--- src/hw/rtl/sor_pkg.sv ---
// ----------------------------------------------------------------------------
// Silhouette outline filter package
// Shared types and register indexes for the outline filter and its line cells.
// ----------------------------------------------------------------------------
package sor_pkg;

   // Width of the configuration register index.
   localparam int CSR_IDX_W = 3;

   // Configuration register indexes.
   typedef enum logic [CSR_IDX_W-1:0] {
      CSR_FRAME_WIDTH    = 3'd0,
      CSR_FRAME_HEIGHT   = 3'd1,
      CSR_EDGE_COLOR     = 3'd2,
      CSR_FILL_COLOR     = 3'd3,
      CSR_OUTLINE_ENABLE = 3'd4
   } sor_csr_type;

   // Kinds of input item.
   typedef enum logic {
      REQ_PIXEL = 1'b0,
      REQ_FLUSH = 1'b1
   } sor_req_kind_type;

   // One column of the two buffered rows: the row just above the incoming
   // one and the row above that.
   typedef struct packed {
      logic [7:0] middle;
      logic [7:0] upper;
   } sor_col_type;

endpackage

--- src/hw/rtl/sor_req_if.sv ---
// ----------------------------------------------------------------------------
// Request channel
// Valid/ready channel that carries one pixel or flush item per transfer.
// ----------------------------------------------------------------------------
interface sor_req_if;
   logic       valid;
   logic       ready;
   logic       req_type;
   logic [7:0] pixel_in;

   modport source (output valid, output req_type, output pixel_in, input ready);
   modport sink   (input valid, input req_type, input pixel_in, output ready);
endinterface

--- src/hw/rtl/sor_rsp_if.sv ---
// ----------------------------------------------------------------------------
// Response channel
// Valid/ready channel that carries one recolored pixel per transfer.
// ----------------------------------------------------------------------------
interface sor_rsp_if;
   logic       valid;
   logic       ready;
   logic [7:0] pixel_out;
   logic       frame_last;

   modport source (output valid, output pixel_out, output frame_last, input ready);
   modport sink   (input valid, input pixel_out, input frame_last, output ready);
endinterface

--- src/hw/rtl/sor_cell.sv ---
// ----------------------------------------------------------------------------
// Line buffer cell
// Holds one column of the two buffered rows and passes it to the next cell
// on every shift; the entry cell loads the new column instead.
// ----------------------------------------------------------------------------
module sor_cell
   import sor_pkg::*;
(
   input  logic        clock,
   input  logic        shift_en,
   input  logic        is_entry,
   input  sor_col_type entry_in,
   input  sor_col_type prev_in,
   output sor_col_type col_out
);

   sor_col_type col_ff;
   sor_col_type col_in;

   // The entry cell starts the chain; every other cell takes its neighbor.
   assign col_in = is_entry ? entry_in : prev_in;

   always_ff @(posedge clock) begin
      if (shift_en) begin
         col_ff <= col_in;
      end
   end

   assign col_out = col_ff;

endmodule

--- src/hw/rtl/sor_line_chain.sv ---
// ----------------------------------------------------------------------------
// Line buffer chain
// A row of cells that forms a delay line one frame row long. New columns
// enter at the cell chosen by the row width and leave at the last cell.
// ----------------------------------------------------------------------------
module sor_line_chain
   import sor_pkg::*;
#(
   parameter int DEPTH = 256
) (
   input  logic                     clock,
   input  logic                     shift_en,
   input  logic [$clog2(DEPTH)-1:0] entry_idx,
   input  sor_col_type              head_in,
   output sor_col_type              tail_out,
   output logic [7:0]               next_middle
);

   localparam int IdxW = $clog2(DEPTH);

   sor_col_type links [DEPTH];

   // Cell zero has no left neighbor, so it only ever loads the head column.
   for (genvar k = 0; k < DEPTH; k++) begin : g_cell
      sor_cell u_cell (
         .clock    (clock),
         .shift_en (shift_en),
         .is_entry (entry_idx == IdxW'(k)),
         .entry_in (head_in),
         .prev_in  ((k == 0) ? head_in : links[(k == 0) ? 0 : k - 1]),
         .col_out  (links[k])
      );
   end

   // The last cell holds the current column, the one before it the next.
   assign tail_out    = links[DEPTH-1];
   assign next_middle = links[DEPTH-2].middle;

endmodule

--- src/hw/rtl/silhouette_outline_filter.sv ---
// A pixel of row r has its result registered when the same column of row r+1
// is transferred; the last row drains on any later items. Throughput: one item
// per cycle while the output register is free or read; the chain shifts per
// pixel or drain item taken. Reset clears the counters, the output valid flag
// and config (width 8, height 8, colors 0, outline off), not the line buffer.
// ----------------------------------------------------------------------------
// Silhouette outline filter
// Four-neighbor outline of a byte image streamed in raster order, built on a
// line buffer made of a chain of column cells.
// ----------------------------------------------------------------------------
module silhouette_outline_filter
   import sor_pkg::*;
#(
   parameter int MAX_WIDTH = 256
) (
   input  logic                 clock,
   input  logic                 reset,
   sor_req_if.sink              req_bus,
   sor_rsp_if.source            rsp_bus,
   input  logic                 csr_write_en,
   input  logic [CSR_IDX_W-1:0] csr_index,
   input  logic [7:0]           csr_wdata
);

   localparam int CntW = ($clog2(MAX_WIDTH + 1) > 9) ? $clog2(MAX_WIDTH + 1) : 9;
   localparam int IdxW = $clog2(MAX_WIDTH);

   // Configuration registers.
   logic [7:0] frame_width_ff;
   logic [7:0] frame_height_ff;
   logic [7:0] edge_color_ff;
   logic [7:0] fill_color_ff;
   logic       outline_enable_ff;

   // Position and frame state.
   logic [7:0] in_col_ff,  in_col_in;
   logic [7:0] in_row_ff,  in_row_in;
   logic [7:0] out_col_ff, out_col_in;
   logic       complete_ff, complete_in;
   logic [7:0] held_ff,    held_in;

   // Output register.
   logic       rsp_valid_ff, rsp_valid_in;
   logic [7:0] rsp_pixel_ff;
   logic       rsp_last_ff;

   logic              req_fire;
   logic              shift_en;
   logic              res_valid;
   logic [7:0]        res_pixel;
   logic              res_last;
   logic [7:0]        width_nz;
   logic [7:0]        height_nz;
   logic [CntW-1:0]   weff;
   logic [CntW-1:0]   heff;
   logic [CntW-1:0]   entry_idx;
   sor_col_type       head_col;
   sor_col_type       tail_col;
   logic [7:0]        next_middle;
   logic [CntW-1:0]   col_w;
   logic [CntW-1:0]   row_w;
   logic [CntW-1:0]   out_col_w;
   logic              interior;

   function automatic logic [7:0] recolor(input logic [7:0] v, input logic inner,
                                          input logic en, input logic [7:0] edge_c,
                                          input logic [7:0] fill_c);
      logic [7:0] r;
      if (!en) begin
         r = v;
      end else if (inner) begin
         r = fill_c;
      end else if (v != 8'd0) begin
         r = edge_c;
      end else begin
         r = 8'd0;
      end
      return r;
   endfunction

   // Effective frame size: zero counts as one, width is capped by the buffer.
   always_comb begin
      width_nz  = (frame_width_ff == 8'd0) ? 8'd1 : frame_width_ff;
      height_nz = (frame_height_ff == 8'd0) ? 8'd1 : frame_height_ff;
      weff      = (CntW'(width_nz) > CntW'(MAX_WIDTH)) ? CntW'(MAX_WIDTH) : CntW'(width_nz);
      heff      = CntW'(height_nz);
      entry_idx = CntW'(MAX_WIDTH) - weff;
   end

   // Line buffer: the middle row shifts down into the upper row.
   assign head_col.middle = req_bus.pixel_in;
   assign head_col.upper  = tail_col.middle;

   sor_line_chain #(
      .DEPTH (MAX_WIDTH)
   ) u_chain (
      .clock       (clock),
      .shift_en    (shift_en),
      .entry_idx   (entry_idx[IdxW-1:0]),
      .head_in     (head_col),
      .tail_out    (tail_col),
      .next_middle (next_middle)
   );

   // A new item is taken whenever the output register is free or draining.
   assign req_fire      = req_bus.valid && req_bus.ready;
   assign req_bus.ready = !rsp_valid_ff || rsp_bus.ready;

   assign col_w     = CntW'(in_col_ff);
   assign row_w     = CntW'(in_row_ff);
   assign out_col_w = CntW'(out_col_ff);

   // Interior test for the position one row above the incoming pixel.
   always_comb begin
      interior = 1'b0;
      if (row_w >= CntW'(2) && row_w + CntW'(1) <= heff &&
          col_w >= CntW'(1) && col_w + CntW'(2) <= weff) begin
         interior = (held_ff != 8'd0) && (next_middle != 8'd0) &&
                    (tail_col.upper != 8'd0) && (req_bus.pixel_in != 8'd0);
      end
   end

   // Per-item control: drain the last row, take a pixel into the window, or ignore a flush.
   always_comb begin
      in_col_in   = in_col_ff;
      in_row_in   = in_row_ff;
      out_col_in  = out_col_ff;
      complete_in = complete_ff;
      held_in     = held_ff;
      shift_en    = 1'b0;
      res_valid   = 1'b0;
      res_pixel   = 8'd0;
      res_last    = 1'b0;
      if (req_fire) begin
         if (complete_ff) begin
            shift_en  = 1'b1;
            res_valid = 1'b1;
            res_pixel = recolor(tail_col.middle, 1'b0, outline_enable_ff,
                                edge_color_ff, fill_color_ff);
            res_last  = (out_col_w + CntW'(1) >= weff);
            if (res_last) begin
               in_col_in   = 8'd0;
               in_row_in   = 8'd0;
               out_col_in  = 8'd0;
               complete_in = 1'b0;
               held_in     = 8'd0;
            end else begin
               out_col_in = out_col_ff + 8'd1;
            end
         end else if (req_bus.req_type == REQ_PIXEL) begin
            shift_en = 1'b1;
            if (in_row_ff != 8'd0) begin
               res_valid = 1'b1;
               res_pixel = recolor(tail_col.middle, interior, outline_enable_ff,
                                   edge_color_ff, fill_color_ff);
               res_last  = (row_w >= heff) && (col_w + CntW'(1) >= weff);
            end
            held_in = tail_col.middle;
            if (col_w + CntW'(1) >= weff) begin
               in_col_in = 8'd0;
               held_in   = 8'd0;
               if (row_w + CntW'(1) >= heff) begin
                  complete_in = 1'b1;
                  out_col_in  = 8'd0;
                  in_row_in   = 8'd0;
               end else begin
                  in_row_in = in_row_ff + 8'd1;
               end
            end else begin
               in_col_in = in_col_ff + 8'd1;
            end
         end
      end
   end

   // The output register holds a result until the sink takes it.
   always_comb begin
      rsp_valid_in = rsp_valid_ff && !rsp_bus.ready;
      if (res_valid) begin
         rsp_valid_in = 1'b1;
      end
   end

   always_ff @(posedge clock) begin
      if (reset) begin
         in_col_ff    <= 8'd0;
         in_row_ff    <= 8'd0;
         out_col_ff   <= 8'd0;
         complete_ff  <= 1'b0;
         held_ff      <= 8'd0;
         rsp_valid_ff <= 1'b0;
      end else begin
         in_col_ff    <= in_col_in;
         in_row_ff    <= in_row_in;
         out_col_ff   <= out_col_in;
         complete_ff  <= complete_in;
         held_ff      <= held_in;
         rsp_valid_ff <= rsp_valid_in;
      end
   end

   always_ff @(posedge clock) begin
      if (res_valid) begin
         rsp_pixel_ff <= res_pixel;
         rsp_last_ff  <= res_last;
      end
   end

   assign rsp_bus.valid      = rsp_valid_ff;
   assign rsp_bus.pixel_out  = rsp_pixel_ff;
   assign rsp_bus.frame_last = rsp_last_ff;

   // Configuration writes.
   always_ff @(posedge clock) begin
      if (reset) begin
         frame_width_ff    <= 8'd8;
         frame_height_ff   <= 8'd8;
         edge_color_ff     <= 8'd0;
         fill_color_ff     <= 8'd0;
         outline_enable_ff <= 1'b0;
      end else if (csr_write_en) begin
         case (sor_csr_type'(csr_index))
            CSR_FRAME_WIDTH:    frame_width_ff    <= csr_wdata;
            CSR_FRAME_HEIGHT:   frame_height_ff   <= csr_wdata;
            CSR_EDGE_COLOR:     edge_color_ff     <= csr_wdata;
            CSR_FILL_COLOR:     fill_color_ff     <= csr_wdata;
            CSR_OUTLINE_ENABLE: outline_enable_ff <= csr_wdata[0];
            default: ;
         endcase
      end
   end

endmodule

--- src/flat_wrapper.sv ---
// flat-port wrapper written by rule: the top's interface ports become plain ports
module silhouette_outline_filter_flat import sor_pkg::*;
#(
   parameter int MAX_WIDTH = 256
)
  (clock, reset, csr_write_en, csr_index, csr_wdata, req_bus_valid, req_bus_req_type, req_bus_pixel_in, req_bus_ready, rsp_bus_valid, rsp_bus_pixel_out, rsp_bus_frame_last, rsp_bus_ready);
  sor_req_if req_bus_i ();
  sor_rsp_if rsp_bus_i ();
  input  logic clock;
  input  logic reset;
  input  logic csr_write_en;
  input  logic [CSR_IDX_W-1:0] csr_index;
  input  logic [7:0] csr_wdata;
  input wire logic [$bits(req_bus_i.valid)-1:0] req_bus_valid;
  input wire logic [$bits(req_bus_i.req_type)-1:0] req_bus_req_type;
  input wire logic [$bits(req_bus_i.pixel_in)-1:0] req_bus_pixel_in;
  output wire logic [$bits(req_bus_i.ready)-1:0] req_bus_ready;
  output wire logic [$bits(rsp_bus_i.valid)-1:0] rsp_bus_valid;
  output wire logic [$bits(rsp_bus_i.pixel_out)-1:0] rsp_bus_pixel_out;
  output wire logic [$bits(rsp_bus_i.frame_last)-1:0] rsp_bus_frame_last;
  input wire logic [$bits(rsp_bus_i.ready)-1:0] rsp_bus_ready;
  assign req_bus_i.valid = req_bus_valid;
  assign req_bus_i.req_type = req_bus_req_type;
  assign req_bus_i.pixel_in = req_bus_pixel_in;
  assign req_bus_ready = req_bus_i.ready;
  assign rsp_bus_valid = rsp_bus_i.valid;
  assign rsp_bus_pixel_out = rsp_bus_i.pixel_out;
  assign rsp_bus_frame_last = rsp_bus_i.frame_last;
  assign rsp_bus_i.ready = rsp_bus_ready;
  silhouette_outline_filter #(.MAX_WIDTH(MAX_WIDTH)) u_core (.clock(clock), .reset(reset), .req_bus(req_bus_i), .rsp_bus(rsp_bus_i), .csr_write_en(csr_write_en), .csr_index(csr_index), .csr_wdata(csr_wdata));
endmodule
--- config.mk ---
export PLATFORM = sky130hd
export DESIGN_NAME = silhouette_outline_filter_flat
export DESIGN_NICKNAME = d
export VERILOG_FILES = /design/src/hw/rtl/sor_pkg.sv /design/src/hw/rtl/sor_req_if.sv /design/src/hw/rtl/sor_rsp_if.sv /design/src/hw/rtl/sor_cell.sv /design/src/hw/rtl/sor_line_chain.sv /design/src/hw/rtl/silhouette_outline_filter.sv /design/src/flat_wrapper.sv
export SDC_FILE = /design/constraint.sdc
export NUM_CORES = 2
export LEC_CHECK = 0
export ABC_AREA = 0
export BUFFER_PORTS_ARGS = -buffer_cell sky130_fd_sc_hd__buf_2
export CELL_PAD_IN_SITES_DETAIL_PLACEMENT = 0
export CELL_PAD_IN_SITES_GLOBAL_PLACEMENT = 1
export CORE_MARGIN = 5
export CORE_UTILIZATION = 38
export CTS_CLUSTER_DIAMETER = 50
export CTS_CLUSTER_SIZE = 24
export DETAILED_ROUTE_END_ITERATION = 10
export HOLD_SLACK_MARGIN = 0.05
export PLACE_DENSITY = 0.6
export REMOVE_ABC_BUFFERS = 1
export SLEW_MARGIN = 15
export SYNTH_ARGS = -nofsm -noshare
export SYNTH_HDL_FRONTEND = slang
export SYNTH_SLANG_ARGS = --single-unit
--- constraint.sdc ---
create_clock -name clock -period 156.7 [get_ports clock]
set_clock_uncertainty 0.2 [all_clocks]
set_input_delay 39.175 -clock clock [delete_from_list [all_inputs] [get_ports clock]]
set_output_delay 39.175 -clock clock [all_outputs]
set_load 0.02 [all_outputs]
==> impl_results.rst <==
.. list-table::
   :header-rows: 1

   * - Metric
     - Value
   * - Register clock-pin slew on the reported worst setup and hold paths
     - 0.06 ns
   * - Type of the worst setup path
     - input pin to output port
   * - Tmin final
     - 79.09 ns
   * - Count of H-tree levels built during CTS
     - 5
   * - Global-route usage over all layers
     - 15.7%
   * - Largest net degree at the start of global routing
     - 188
   * - Family of cells with the greatest summed delay on the critical path
     - buffers and inverters
   * - Number of buffers created by CTS
     - 443
   * - Maximum fanout along the worst path
     - 4
   * - Setup ws final
     - 77.61 ns
   * - Total cell area at the placement stage
     - 185000 sq um
   * - Filler Cells Inserted
     - 40500
   * - Initial core utilization
     - 38.2%
   * - Slowest stage cell on the critical path
     - nand2b_1
   * - Data required time at the worst endpoint
     - 117.32 ns
   * - Total number of vias
     - 85400
   * - Post-CTS repair timing setup buffer count
     - 0
   * - Mean cell area of the mapped netlist
     - 18.1 sq um
   * - Buffers from clock root to sink, at most
     - 4
   * - Router iterations before antenna repair
     - 5
   * - Resized Gates After CTS
     - 0
   * - Finished Cell Area
     - 200000 sq um
   * - Arrival time of the worst setup path
     - 39.71 ns
   * - Biggest cell delay along the critical path
     - 0.23 ns
   * - TritonCTS Sinks
     - 4172
   * - Leakage power of the design
     - 65.9 nW
   * - Element type at the critical path start
     - input pin
   * - Vias per cell
     - 5.23
   * - Largest vdd supply drop
     - 0.00965 mV
   * - Global-route congestion overflow total
     - 0
   * - Fraction of layout instances using a drive strength above 1
     - 48.9%
   * - Vias in the first global route
     - 90000
   * - Most prevalent standard cell on the critical path
     - buf_2
   * - Max-slew headroom
     - -53.6%
   * - Post-place setup slack
     - 77.60 ns
   * - # nets final
     - 9823
   * - Total power divided by cell area
     - 12.6 nW/um^2
   * - Post-synthesis to final-layout area growth
     - 12.3%
   * - Kind of capture point of the worst setup path
     - output port
   * - Width of the chip
     - 695 um
   * - Number of cells produced by synthesis
     - 9870
   * - Number of buffer and inverter instances along the worst setup path
     - 2
   * - Footprint of the multi-input gates
     - 50800 sq um
   * - Total I/O pin count
     - 36
   * - Area of the mapped netlist
     - 178000 sq um
   * - Detailed router's first-iteration violation count
     - 6948
   * - Area of the die
     - 484000 sq um
   * - Dominant register cell in the synthesized netlist
     - edfxtp_1
   * - Clock Latency Late Sink
     - 1.01 ns
   * - Post-route DRC violation count
     - 0
   * - Class of the tightest hold or removal check
     - flop to flop
   * - FFs w/ async S/R, synth
     - 0%
   * - Number of cells in the finished layout apart from fillers
     - 16300
   * - Synth unique cells
     - 65
   * - Detail Placement HPWL
     - 209 mm
   * - Post-synth EDFFs
     - 4105
   * - Total core area
     - 468000 sq um
   * - Row cnt
     - 251
   * - Critical path, cell by cell
     - buf_2 > nand2b_1 > buf_2
   * - Number of nets with antenna violations after detailed routing
     - 0
   * - Tcrit/Tclk final
     - 50.5%
   * - Hold buffer count at cts
     - 0
   * - Placed cell count
     - 15500
   * - Hold WS
     - 0.258 ns
   * - Total of endpoints with negative setup slack in the final report
     - 0
   * - Final-report hold violation count
     - 0
   * - Wire length reported by the detailed router
     - 392 mm
   * - Clock root buffer
     - clkbuf_16
   * - Max capacitance violation total
     - 0
   * - First-pass GRT wire length
     - 591 mm
   * - Initial antenna violation count
     - 44
   * - Post-synthesis sequential area ratio
     - 69.8%
   * - RSZ-0062 raised after global routing
     - false
   * - Ys Warns
     - 0
   * - Final max-slew violation count
     - 120
   * - Routability Congestion
     - 0.783
   * - Slew of the pin with the lowest slew margin
     - 2.30 ns
   * - Result of the run
     - finished, violations left
   * - Count of buffers inserted at the top-level ports
     - 35
   * - Vert. Die Dim
     - 695 um
   * - Wire length per cell after detailed routing
     - 24.0 um
   * - Violated checks
     - slew limit
   * - Sequential Area
     - 125000 sq um
   * - Clock tree from TritonCTS
     - built
   * - Yosys reg bits
     - 4172
   * - Max frequency
     - 12.6 MHz
## stage by stage
step	utilization [%]	power [mW]	TNS, ns
CTS	42.8	2.57	0
detailed placement	39.5	1.46	0
finish	42.8	2.53	0
global placement	39.5	1.46	0
global route	42.8	2.63	0
floorplan	-	1.67	-23.20
## layout by cell type, fill, tap and decap left out, types with 20 or more instances in the layout
cell type,count
mux2_2,3880
inv_1,26
nand3_1,39
clkbuf_16,449
inv_8,23
nor2_1,60
mux2_1,200
clkinv_1,54
clkinvlp_4,42
edfxtp_1,4105
clkbuf_1,29
bufinv_16,53
buf_2,27
clkinv_4,47
o21ai_0,20
dfxtp_1,67
inv_6,65
a21oi_1,70
buf_4,152
nand2_1,266
clkinv_2,46
nand2_2,31
nor2_2,56
ha_1,49
## power by group
| group | switching [mW] | total [mW] | internal [mW] |
|---|---|---|---|
| Clock | 0.472 | 1.10 | 0.624 |
| Combinational | 0.0765 | 0.120 | 0.0432 |
| Sequential | 0.0167 | 1.32 | 1.30 |
## Yosys cell counts, types with 6 or more instances
cell / number / area [sq um]
a31oi_1: 15 / 93.8
nor2_1: 97 / 364
edfxtp_1: 4105 / 123000
and3_1: 12 / 75.1
buf_1: 11 / 41.3
mux2_1: 200 / 2250
o21ai_0: 21 / 105
a21o_1: 12 / 90.1
nor2_2: 26 / 163
nand2_2: 31 / 194
nand2_1: 266 / 998
xor2_1: 12 / 105
a221oi_1: 9 / 78.8
inv_1: 27 / 101
nand3_1: 43 / 215
nor3_1: 19 / 95.1
ha_1: 49 / 613
nand4_1: 9 / 56.3
nor4_1: 17 / 106
nand2b_1: 6 / 37.5
a21oi_1: 70 / 350
nor2b_1: 17 / 106
a32o_1: 6 / 60.1
clkbuf_1: 548 / 2060
a41o_1: 9 / 90.1
xnor2_1: 12 / 105
buf_2: 192 / 961
buf_4: 19 / 143
dfxtp_1: 67 / 1340
mux2_2: 3880 / 43700
## worst paths after layout
| kind | startpoint | to | slack [ns] | depth (start not counted) |
|---|---|---|---|---|
| worst max register to register | u_core.rsp_bus.valid | u_core.u_chain.g_cell[16].u_cell.col_out[14] | 147.18 | 12 |
| worst max-delay path | rsp_bus_ready | req_bus_ready | 77.61 | 3 |
| worst min register to register | u_core.held_ff[5] | u_core.held_ff[5] | 0.26 | 2 |
| worst min-delay path | u_core.held_ff[5] | u_core.held_ff[5] | 0.26 | 2 |
## sequential cells by signal (all words and copies together) (netlist names)
name and flops:
u_core.frame_width_ff 8, u_core.out_col_ff 8, u_core.edge_color_ff 8, u_core.u_chain.g_cell.u_cell.col_out 4096, u_core.rsp_bus.frame_last 1, u_core.fill_color_ff 8
u_core.complete_ff 1, u_core.frame_height_ff 8, u_core.rsp_bus.pixel_out 8, u_core.in_row_ff 8, u_core.outline_enable_ff 1, u_core.in_col_ff 8
u_core.held_ff 8, u_core.rsp_bus.valid 1
## area by class of cell
type | instances | area share (%)
sequential | 4172 | 62.2
inverter | 29 | 0.0581
timing repair buffer | 205 | 0.857
tap | 6198 | 3.87
multi-input combinational | 4898 | 25.4
clock buffer | 478 | 5.66
antenna | 3 | 0.00375
clock inverter | 352 | 2.01
## cells by family (layout without fill, tap and decap cells)
logic type	count (synthesis)	count (layout)	share of synthesized area, %
adder cells (fa/ha/maj)	49	49	0.343
multiplexers	4082	4082	25.8
AO/OA/AOI/OAI	173	173	0.637
other	0	3	0
XOR/XNOR	24	24	0.118
AND/OR/NAND/NOR	570	570	1.48
buffers and inverters	800	1064	1.86
flip-flops	4172	4172	69.8
## layer usage
| layer | global-route usage [%] | vias up | wire length (um) |
|---|---|---|---|
| li1 | - | 38300 | - |
| met1 | 22.9 | 44800 | 186000 |
| met2 | 24.3 | 1786 | 175000 |
| met3 | 2.97 | 549 | 20400 |
| met4 | 3.91 | 8 | 9870 |
| met5 | 0 | - | 47 |
## worst register-to-register path: cells and delay by family (launching register included)
kind            cells  cell delay [ns]
flops               1             0.31
compound gates      1             0.30
buf+inv             9             7.82
simple gates        2             0.46
No activity file was read; power rests on OpenSTA's default activity.
